## src/rtl/dmm_pkg.sv

```systemverilog
// Package with the shared types, codes and defaults of the display mode matcher.
`timescale 1ns / 1ps

package dmm_pkg;

  localparam int DMM_MAX_MODES    = 64;
  localparam int DMM_MAX_DISPLAYS = 4;

  localparam int DMM_DISP_W = 2;
  localparam int DMM_DIM_W  = 12;
  localparam int DMM_SQ_W   = 2 * DMM_DIM_W;
  localparam int DMM_DIST_W = DMM_SQ_W + 1;

  typedef enum logic [1:0] {
    KIND_LOAD    = 2'd0,
    KIND_CLEAR   = 2'd1,
    KIND_MATCH   = 2'd2,
    KIND_DEFAULT = 2'd3
  } dmm_kind_t;

  localparam logic [2:0] OUTC_EXACT   = 3'd0;
  localparam logic [2:0] OUTC_TALLER  = 3'd1;
  localparam logic [2:0] OUTC_SHORTER = 3'd2;
  localparam logic [2:0] OUTC_NEAREST = 3'd3;
  localparam logic [2:0] OUTC_DEFAULT = 3'd4;
  localparam logic [2:0] OUTC_NONE    = 3'd5;

  typedef struct packed {
    dmm_kind_t               kind;
    logic [DMM_DISP_W-1:0]   display;
    logic [DMM_DIM_W-1:0]    width;
    logic [DMM_DIM_W-1:0]    height;
    logic                    is_default;
  } dmm_in_req_t;

  typedef struct packed {
    logic [DMM_DIM_W-1:0] out_width;
    logic [DMM_DIM_W-1:0] out_height;
    logic [2:0]           outcome;
  } dmm_out_rsp_t;

  typedef struct packed {
    logic [DMM_DISP_W-1:0] display;
    logic [DMM_DIM_W-1:0]  width;
    logic [DMM_DIM_W-1:0]  height;
    logic                  is_default;
  } dmm_entry_t;

  // Commands from the controller to the datapath.
  typedef struct packed {
    logic write;   // store the incoming load request if it fits
    logic clear;   // empty the table
    logic start;   // latch the query and reset the running bests
    logic issue;   // read the entry at the scan index and advance it
    logic finish;  // move the decided result into the output register
  } dmm_cmd_t;

  // Status from the datapath to the controller.
  typedef struct packed {
    logic empty;     // no entry stored
    logic last;      // scan index points at the last stored entry
    logic busy;      // compare pipeline still holds an entry
    logic out_free;  // output register can take a result this cycle
  } dmm_stat_t;

  typedef enum logic [1:0] {
    ST_IDLE,
    ST_SCAN,
    ST_DRAIN,
    ST_FIN
  } dmm_state_t;

endpackage

```

## src/rtl/dmm_ctrl.sv

```systemverilog
// Controller state machine that sequences loads, clears and table scans.
`timescale 1ns / 1ps

module dmm_ctrl
  import dmm_pkg::*;
(
  input  logic      clk,
  input  logic      rst_n,
  input  logic      in_valid,
  input  dmm_kind_t in_kind,
  output logic      in_stall,
  input  dmm_stat_t stat,
  output dmm_cmd_t  cmd
);

  dmm_state_t state_r;
  dmm_state_t state_nxt;

  always_ff @(posedge clk) begin
    if (!rst_n) begin
      state_r <= ST_IDLE;
    end else begin
      state_r <= state_nxt;
    end
  end

  always_comb begin
    state_nxt = state_r;
    cmd       = '0;
    in_stall  = 1'b1;
    case (state_r)
      ST_IDLE: begin
        in_stall = 1'b0;
        if (in_valid) begin
          case (in_kind)
            KIND_LOAD: begin
              cmd.write = 1'b1;
            end
            KIND_CLEAR: begin
              cmd.clear = 1'b1;
            end
            KIND_MATCH, KIND_DEFAULT: begin
              cmd.start = 1'b1;
              state_nxt = stat.empty ? ST_FIN : ST_SCAN;
            end
            default: begin
              state_nxt = ST_IDLE;
            end
          endcase
        end
      end
      ST_SCAN: begin
        cmd.issue = 1'b1;
        if (stat.last) begin
          state_nxt = ST_DRAIN;
        end
      end
      ST_DRAIN: begin
        if (!stat.busy) begin
          state_nxt = ST_FIN;
        end
      end
      ST_FIN: begin
        if (stat.out_free) begin
          cmd.finish = 1'b1;
          state_nxt  = ST_IDLE;
        end
      end
      default: begin
        state_nxt = ST_IDLE;
      end
    endcase
  end

endmodule

```

## src/rtl/dmm_datapath.sv

```systemverilog
// Datapath with the mode memory, the compare pipeline and the output register.
`timescale 1ns / 1ps

module dmm_datapath
  import dmm_pkg::*;
#(
  parameter int MAX_MODES    = DMM_MAX_MODES,
  parameter int MAX_DISPLAYS = DMM_MAX_DISPLAYS
) (
  input  logic         clk,
  input  logic         rst_n,
  input  dmm_cmd_t     cmd,
  output dmm_stat_t    stat,
  input  dmm_in_req_t  in_req,
  output logic         out_valid,
  input  logic         out_stall,
  output dmm_out_rsp_t out_rsp
);

  localparam int CNT_W  = $clog2(MAX_MODES + 1);
  localparam int IDX_W  = (MAX_MODES > 1) ? $clog2(MAX_MODES) : 1;
  localparam int DCMP_W = 5;

  dmm_entry_t mode_mem_r [MAX_MODES];

  logic [CNT_W-1:0] count_r;
  logic [IDX_W-1:0] idx_r;

  // Latched query.
  logic                 q_dflt_r;
  logic [DMM_DISP_W-1:0] q_disp_r;
  logic [DMM_DIM_W-1:0] q_w_r;
  logic [DMM_DIM_W-1:0] q_h_r;

  // Pipeline: memory read, squares, best update.
  dmm_entry_t           rd_data_r;
  logic                 rd_vld_r;
  dmm_entry_t           s2_entry_r;
  logic                 s2_vld_r;
  logic [DMM_SQ_W-1:0]  s2_sqw_r;
  logic [DMM_SQ_W-1:0]  s2_sqh_r;

  // Running bests of the four match rules and of the default search.
  logic                  ex_hit_r;
  logic                  tl_hit_r;
  logic [DMM_DIM_W-1:0]  tl_h_r;
  logic                  sh_hit_r;
  logic [DMM_DIM_W-1:0]  sh_h_r;
  logic                  nr_hit_r;
  logic [DMM_DIM_W-1:0]  nr_w_r;
  logic [DMM_DIM_W-1:0]  nr_h_r;
  logic [DMM_DIST_W-1:0] nr_dist_r;
  logic                  df_hit_r;
  logic [DMM_DIM_W-1:0]  df_w_r;
  logic [DMM_DIM_W-1:0]  df_h_r;

  logic         out_valid_r;
  dmm_out_rsp_t out_rsp_r;
  dmm_out_rsp_t out_rsp_nxt;

  logic                  load_ok;
  logic [DMM_DIM_W-1:0]  dw;
  logic [DMM_DIM_W-1:0]  dh;
  logic [DMM_SQ_W-1:0]   sqw;
  logic [DMM_SQ_W-1:0]   sqh;
  logic [DMM_DIST_W-1:0] dist_sum;
  logic                  e_disp;
  logic                  e_wid;

  assign load_ok = (count_r < CNT_W'(MAX_MODES)) &&
                   ({{(DCMP_W - DMM_DISP_W){1'b0}}, in_req.display} < DCMP_W'(MAX_DISPLAYS));

  assign stat.empty    = (count_r == '0);
  assign stat.last     = ((CNT_W'(idx_r) + CNT_W'(1)) == count_r);
  assign stat.busy     = rd_vld_r || s2_vld_r;
  assign stat.out_free = !out_valid_r || !out_stall;

  // Table fill count and scan index.
  always_ff @(posedge clk) begin
    if (!rst_n) begin
      count_r <= '0;
      idx_r   <= '0;
    end else begin
      if (cmd.clear) begin
        count_r <= '0;
      end else if (cmd.write && load_ok) begin
        count_r <= count_r + CNT_W'(1);
      end
      if (cmd.start) begin
        idx_r <= '0;
      end else if (cmd.issue) begin
        idx_r <= idx_r + IDX_W'(1);
      end
    end
  end

  always_ff @(posedge clk) begin
    if (cmd.write && load_ok) begin
      mode_mem_r[count_r[IDX_W-1:0]] <= '{display:    in_req.display,
                                          width:      in_req.width,
                                          height:     in_req.height,
                                          is_default: in_req.is_default};
    end
    if (cmd.issue) begin
      rd_data_r <= mode_mem_r[idx_r];
    end
  end

  always_ff @(posedge clk) begin
    if (cmd.start) begin
      q_dflt_r <= (in_req.kind == KIND_DEFAULT);
      q_disp_r <= in_req.display;
      q_w_r    <= in_req.width;
      q_h_r    <= in_req.height;
    end
  end

  // Stage two: squared distances per axis.
  always_comb begin
    dw  = (rd_data_r.width > q_w_r) ? (rd_data_r.width - q_w_r) : (q_w_r - rd_data_r.width);
    dh  = (rd_data_r.height > q_h_r) ? (rd_data_r.height - q_h_r)
                                     : (q_h_r - rd_data_r.height);
    sqw = DMM_SQ_W'(dw) * DMM_SQ_W'(dw);
    sqh = DMM_SQ_W'(dh) * DMM_SQ_W'(dh);
  end

  always_ff @(posedge clk) begin
    if (!rst_n) begin
      rd_vld_r <= 1'b0;
      s2_vld_r <= 1'b0;
    end else begin
      rd_vld_r <= cmd.issue;
      s2_vld_r <= rd_vld_r;
    end
  end

  always_ff @(posedge clk) begin
    if (rd_vld_r) begin
      s2_entry_r <= rd_data_r;
      s2_sqw_r   <= sqw;
      s2_sqh_r   <= sqh;
    end
  end

  // Stage three: every rule keeps its best so far; strict compares keep the earlier entry.
  assign dist_sum = DMM_DIST_W'(s2_sqw_r) + DMM_DIST_W'(s2_sqh_r);
  assign e_disp   = (s2_entry_r.display == q_disp_r);
  assign e_wid    = (s2_entry_r.width == q_w_r);

  always_ff @(posedge clk) begin
    if (!rst_n) begin
      ex_hit_r <= 1'b0;
      tl_hit_r <= 1'b0;
      sh_hit_r <= 1'b0;
      nr_hit_r <= 1'b0;
      df_hit_r <= 1'b0;
    end else if (cmd.start) begin
      ex_hit_r <= 1'b0;
      tl_hit_r <= 1'b0;
      sh_hit_r <= 1'b0;
      nr_hit_r <= 1'b0;
      df_hit_r <= 1'b0;
    end else if (s2_vld_r) begin
      if (q_dflt_r) begin
        if (s2_entry_r.is_default && !df_hit_r) begin
          df_hit_r <= 1'b1;
          df_w_r   <= s2_entry_r.width;
          df_h_r   <= s2_entry_r.height;
        end
      end else if (e_disp) begin
        if (e_wid && (s2_entry_r.height == q_h_r)) begin
          ex_hit_r <= 1'b1;
        end
        if (e_wid && (s2_entry_r.height > q_h_r) &&
            (!tl_hit_r || (s2_entry_r.height < tl_h_r))) begin
          tl_hit_r <= 1'b1;
          tl_h_r   <= s2_entry_r.height;
        end
        if (e_wid && (s2_entry_r.height < q_h_r) &&
            (!sh_hit_r || (s2_entry_r.height > sh_h_r))) begin
          sh_hit_r <= 1'b1;
          sh_h_r   <= s2_entry_r.height;
        end
        if (!nr_hit_r || (dist_sum < nr_dist_r)) begin
          nr_hit_r  <= 1'b1;
          nr_w_r    <= s2_entry_r.width;
          nr_h_r    <= s2_entry_r.height;
          nr_dist_r <= dist_sum;
        end
      end
    end
  end

  // Rule priority: exact, taller, shorter, nearest; default queries stand apart.
  always_comb begin
    out_rsp_nxt = '{out_width: '0, out_height: '0, outcome: OUTC_NONE};
    if (q_dflt_r) begin
      if (df_hit_r) begin
        out_rsp_nxt = '{out_width: df_w_r, out_height: df_h_r, outcome: OUTC_DEFAULT};
      end
    end else if (ex_hit_r) begin
      out_rsp_nxt = '{out_width: q_w_r, out_height: q_h_r, outcome: OUTC_EXACT};
    end else if (tl_hit_r) begin
      out_rsp_nxt = '{out_width: q_w_r, out_height: tl_h_r, outcome: OUTC_TALLER};
    end else if (sh_hit_r) begin
      out_rsp_nxt = '{out_width: q_w_r, out_height: sh_h_r, outcome: OUTC_SHORTER};
    end else if (nr_hit_r) begin
      out_rsp_nxt = '{out_width: nr_w_r, out_height: nr_h_r, outcome: OUTC_NEAREST};
    end
  end

  always_ff @(posedge clk) begin
    if (!rst_n) begin
      out_valid_r <= 1'b0;
    end else if (cmd.finish) begin
      out_valid_r <= 1'b1;
    end else if (!out_stall) begin
      out_valid_r <= 1'b0;
    end
  end

  always_ff @(posedge clk) begin
    if (cmd.finish) begin
      out_rsp_r <= out_rsp_nxt;
    end
  end

  assign out_valid = out_valid_r;
  assign out_rsp   = out_rsp_r;

endmodule

```

## src/rtl/display_mode_matcher_top.sv

```systemverilog
// Top level of the display mode matcher: controller plus datapath.
// Loads and clears give no result. A query reads its N stored modes one per cycle and then
// drains the compare pipeline; its result waits for the output register while an older
// result stalls. The block takes no new request until a query has handed over its result,
// but it takes loads every cycle while idle.
// Reset (rst_n low, synchronous) empties the table and drops any pending result.
`timescale 1ns / 1ps

module display_mode_matcher_top
  import dmm_pkg::*;
#(
  parameter int MAX_MODES    = DMM_MAX_MODES,
  parameter int MAX_DISPLAYS = DMM_MAX_DISPLAYS
) (
  input  logic         clk,
  input  logic         rst_n,
  input  logic         in_valid,
  output logic         in_stall,
  input  dmm_in_req_t  in_req,
  output logic         out_valid,
  input  logic         out_stall,
  output dmm_out_rsp_t out_rsp
);

  // The controller sees only the request kind and a few status flags; the
  // datapath owns the mode memory, the fill count and the scan index.
  dmm_cmd_t  cmd;
  dmm_stat_t stat;

  // The controller accepts a request only in its idle state. A query then walks
  // the table, waits for the compare pipeline to empty, and hands its result
  // to the output register as soon as that register is free, so a result
  // waiting on a stalled consumer does not block the next request.
  dmm_ctrl u_ctrl (
    .clk      (clk),
    .rst_n    (rst_n),
    .in_valid (in_valid),
    .in_kind  (in_req.kind),
    .in_stall (in_stall),
    .stat     (stat),
    .cmd      (cmd)
  );

  // The datapath tracks all match rules in parallel during a single pass, so
  // rule priority is resolved only once the whole table has been seen.
  dmm_datapath #(
    .MAX_MODES    (MAX_MODES),
    .MAX_DISPLAYS (MAX_DISPLAYS)
  ) u_datapath (
    .clk       (clk),
    .rst_n     (rst_n),
    .cmd       (cmd),
    .stat      (stat),
    .in_req    (in_req),
    .out_valid (out_valid),
    .out_stall (out_stall),
    .out_rsp   (out_rsp)
  );

endmodule

```

## config.mk

```make
export PLATFORM = sky130hd
export DESIGN_NAME = display_mode_matcher_top
export DESIGN_NICKNAME = d
export VERILOG_FILES = /design/src/rtl/dmm_pkg.sv /design/src/rtl/dmm_ctrl.sv /design/src/rtl/dmm_datapath.sv /design/src/rtl/display_mode_matcher_top.sv
export SDC_FILE = /design/constraint.sdc
export NUM_CORES = 2
export LEC_CHECK = 0
export BUFFER_PORTS_ARGS = -buffer_cell sky130_fd_sc_hd__buf_2
export CAP_MARGIN = 20
export CORE_ASPECT_RATIO = 1.1
export CORE_UTILIZATION = 30
export DETAILED_ROUTE_END_ITERATION = 8
export PLACE_DENSITY = 0.56
export SLEW_MARGIN = 20
export SYNTH_ARGS = -nofsm -noshare
export SYNTH_HDL_FRONTEND = slang
export SYNTH_HIERARCHICAL = 1
export SYNTH_SLANG_ARGS = --single-unit
export TNS_END_PERCENT = 50
```

## constraint.sdc

```tcl
create_clock -name clk -period 7.7 [get_ports clk]
set_input_delay 1.155 -clock clk [delete_from_list [all_inputs] [get_ports clk]]
set_output_delay 1.155 -clock clk [all_outputs]
set_load 0.1 [all_outputs]
```

==> flow_summary_export.csv <==
group,metric,value,unit
outcome,status,"complete, no violations",
sta,finClkSkew,0.0600,ns
synthesis,synth_area_leaders,"edfxtp_1 (68%), mux4_2 (15%), fa_1 (3.7%)",
final_layout,synthToLayoutAreaGrowth,15.9,%
drt,via_count,42600,
clock_network,cts-hold-fix-buffers,0,
sta,max-slew-margin-rel,0.242,
synthesis,netlist_instances,4537,
final_layout,stdcell_area,0.101,mm2
synthesis,synth_cell_types,83,
synthesis,synth_area,0.0872,mm2
die,initial_utilization,0.302,
min_path,hp-class,"flip-flop to flip-flop",
die,row_count,207,
worst_setup_path,path_class,"flip-flop to flip-flop",
sta,setup_viol,0,
final_layout,fill_cells,27100,
worst_setup_path,cp_common_cell,"fa_1",
worst_setup_path,cp.arrival,7.94,ns
die,dieArea,0.293,mm2
grt,gr-total-overflow,0,
worst_setup_path,cp_slowest_stage_delay,0.53,ns
grt,grt_pass1_wl,301000,um
die,core_area,0.289,mm2
place,routabilityCongestion,0.821,
synthesis,syn_avg_cell_area,19.2,um2
place,dp_cells,8489,
grt,grt_max_degree,130,
worst_setup_path,path_max_fanout,8,
final_layout,instances_no_fill,8884,
die,fp.dieW,516,um
sta,rsz0062_at_grt,"yes",
drt,final_antenna_net_count,0,
sta,min_period,7.37,ns
grt,grt_pass1_vias,44700,
worst_setup_path,worst_setup_path_end_kind,"flip-flop",
die,die_y,567,um
clock_network,cts_sinks,2002,
synthesis,synth_edf_count,1979,
sta,fmax,0.136,GHz
die,ios,62,
synthesis,ys_seq_area_frac,0.687,
drt,drt_pre_antenna_iters,7,
drt,wl,204000,um
final_layout,num-nets-final,5284,
grt,track_usage,0.140,
worst_setup_path,required,8.27,ns
clock_network,numCtsBuffers,202,
clock_network,cts.root.buffer_cell,"clkbuf_16",
flow_run,maxCapViolCount,0,
drt,drt_iter0_drc,3444,
place,portBuffers,61,
synthesis,ys.flop_type,"edfxtp_1",
clock_network,cts_tree,"built",
drt,drcViolationCount,0,
grt,antenna_found_initial,17,
place,dp_hpwl,126000,um
clock_network,cts.clk_slew.worst_paths,0.06,ns
final_layout,drive_above_1_share,0.266,
worst_setup_path,startpoint_type,"flip-flop",
final_layout,multi_input_area,0.0260,mm2
clock_network,cts_max_path_buffers,3,
place,post_dp_cell_area,0.0938,mm2
drt,vias_per_cell,4.79,
sta,post-route-period-util,0.957,
sta,tightest_slew,1.13,ns
clock_network,cts.htree.levels,4,
synthesis,netlist.area_leader.share,0.682,
drt,routedWlPerCell,23.0,um
synthesis,ys_ff_latch,2002,
synthesis,yosysTopAreaCell,"edfxtp_1",
clock_network,insertion_delay,0.86,ns
synthesis,syn_nets,4976,
sta,slew_viol_final,0,
sta,hold_viol,0,
worst_setup_path,slowest_stage,"fa_1",
synthesis,async_flop_share,0,
synthesis,yosys_warnings,6,
final_layout,seq_area,0.0599,mm2
kinds of logic after synthesis:
kind of cell | Yosys count | share of synthesized area
multiplexers | 608 | 0.151
flip-flops | 2002 | 0.687
buffers and inverters | 552 | 0.0243
adder cells (fa/ha/maj) | 406 | 0.0721
XOR/XNOR | 109 | 0.0110
AO/OA/AOI/OAI | 324 | 0.0249
AND/OR/NAND/NOR | 536 | 0.0292
critical path: cells and delay by family, from the launching register on:
family	cells	cell delay, ns
AND/OR/NAND/NOR	3	0.31
buffers and inverters	10	1.09
XOR/XNOR	2	0.19
adder cells (fa/ha/maj)	8	3.28
flip-flops	1	0.39
multiplexers	1	0.24
AO/OA/AOI/OAI	9	1.60
routing by layer:
layer | track usage | part of all wire
met2 | 0.245 | 0.52
met1 | 0.180 | 0.41
met3 | 0.0234 | 0.054
met5 | 0 | 0.000083
met4 | 0.0320 | 0.018
through the flow:
step | setup WS [ns] | util | hold slack, ns | setup TNS [ns]
2_1_floorplan | 0.262 | - | 0.400 | 0
3_3_place_gp | -0.467 | 0.324 | 0.421 | -1.28
3_5_place_dp | -0.456 | 0.325 | 0.410 | -1.31
4_1_cts | -0.0639 | 0.347 | 0.421 | -0.0639
5_1_grt | -0.0551 | 0.349 | 0.433 | -0.0801
6_report | 0.333 | 0.349 | 0.415 | 0
cells in the final DEF, fill, tap and decap left out, types with 38 or more instances in the layout:
cell / n
edfxtp_1: 1979
mux4_2: 567
inv_1: 351
buf_4: 244
ha_1: 238
clkbuf_16: 204
nor2_1: 183
fa_1: 157
a21oi_1: 82
nand2_1: 74
xnor2_1: 70
o21ai_0: 59
nor2_4: 58
clkinv_1: 52
a21o_1: 49
clkbuf_1: 47
buf_2: 38
sequential cells by signal, indices dropped and copies added (netlist names), 23 cells and up:
name / count
u_datapath/s2_sqw_r: 23
u_datapath/rd_data_r: 27
u_datapath/s2_entry_r: 27
u_datapath/mode_mem_r: 1728
u_datapath/nr_dist_r: 25
u_datapath/out_rsp: 27
u_datapath/s2_sqh_r: 23
timing repair:
action                                  4_1_cts  5_1_grt
pin swaps                                     3       52
setup buffers                                 0       15
endpoints found under the hold margin         0        0
gates resized for setup                      12       80
endpoints found under the setup margin       11       18
layout make-up:
type,instances,area share
sequential,2002,0.593
tap,3866,0.0479
antenna,4,0.0000991
multi-input combinational,1983,0.257
timing repair buffer,302,0.0237
clock inverter,122,0.0126
clock buffer,251,0.0523
inverter,354,0.0132
synthesized netlist by cell type (6+ instances only):
| cell | n |
|---|---|
| mux4_2 | 567 |
| fa_1 | 160 |
| a21o_1 | 49 |
| xnor2_1 | 72 |
| o21bai_1 | 7 |
| buf_2 | 14 |
| o21a_1 | 10 |
| dfxtp_1 | 23 |
| and3_1 | 7 |
| nor3_1 | 30 |
| o31ai_1 | 7 |
| o21ai_0 | 71 |
| nand2b_1 | 25 |
| or3_1 | 16 |
| and2_1 | 10 |
| nor2_1 | 242 |
| buf_4 | 6 |
| nand4_1 | 24 |
| xor2_1 | 37 |
| edfxtp_1 | 1979 |
| or2_2 | 29 |
| buf_1 | 53 |
| nand3_1 | 23 |
| a21oi_1 | 93 |
| o211ai_1 | 8 |
| a221oi_1 | 12 |
| inv_1 | 353 |
| ha_1 | 246 |
| nor2b_1 | 28 |
| a211oi_1 | 21 |
| nand2_1 | 74 |
| clkbuf_1 | 123 |
| mux2i_1 | 33 |
worst paths after layout:
kind                                  from                         to  slack, ns  cells after the start
setup reg to reg  u_datapath/rd_data_r[13]    u_datapath/s2_sqw_r[22]       0.33                     33
hold / removal    u_datapath/rd_data_r[25]  u_datapath/s2_entry_r[25]       0.41                      0
setup / recovery  u_datapath/rd_data_r[13]    u_datapath/s2_sqw_r[22]       0.33                     33
hold reg to reg   u_datapath/rd_data_r[25]  u_datapath/s2_entry_r[25]       0.41                      0
Power is left out: the tool's default activity adds up to more than one toggle a clock period on the data nets, which glitch-free logic cannot reach.
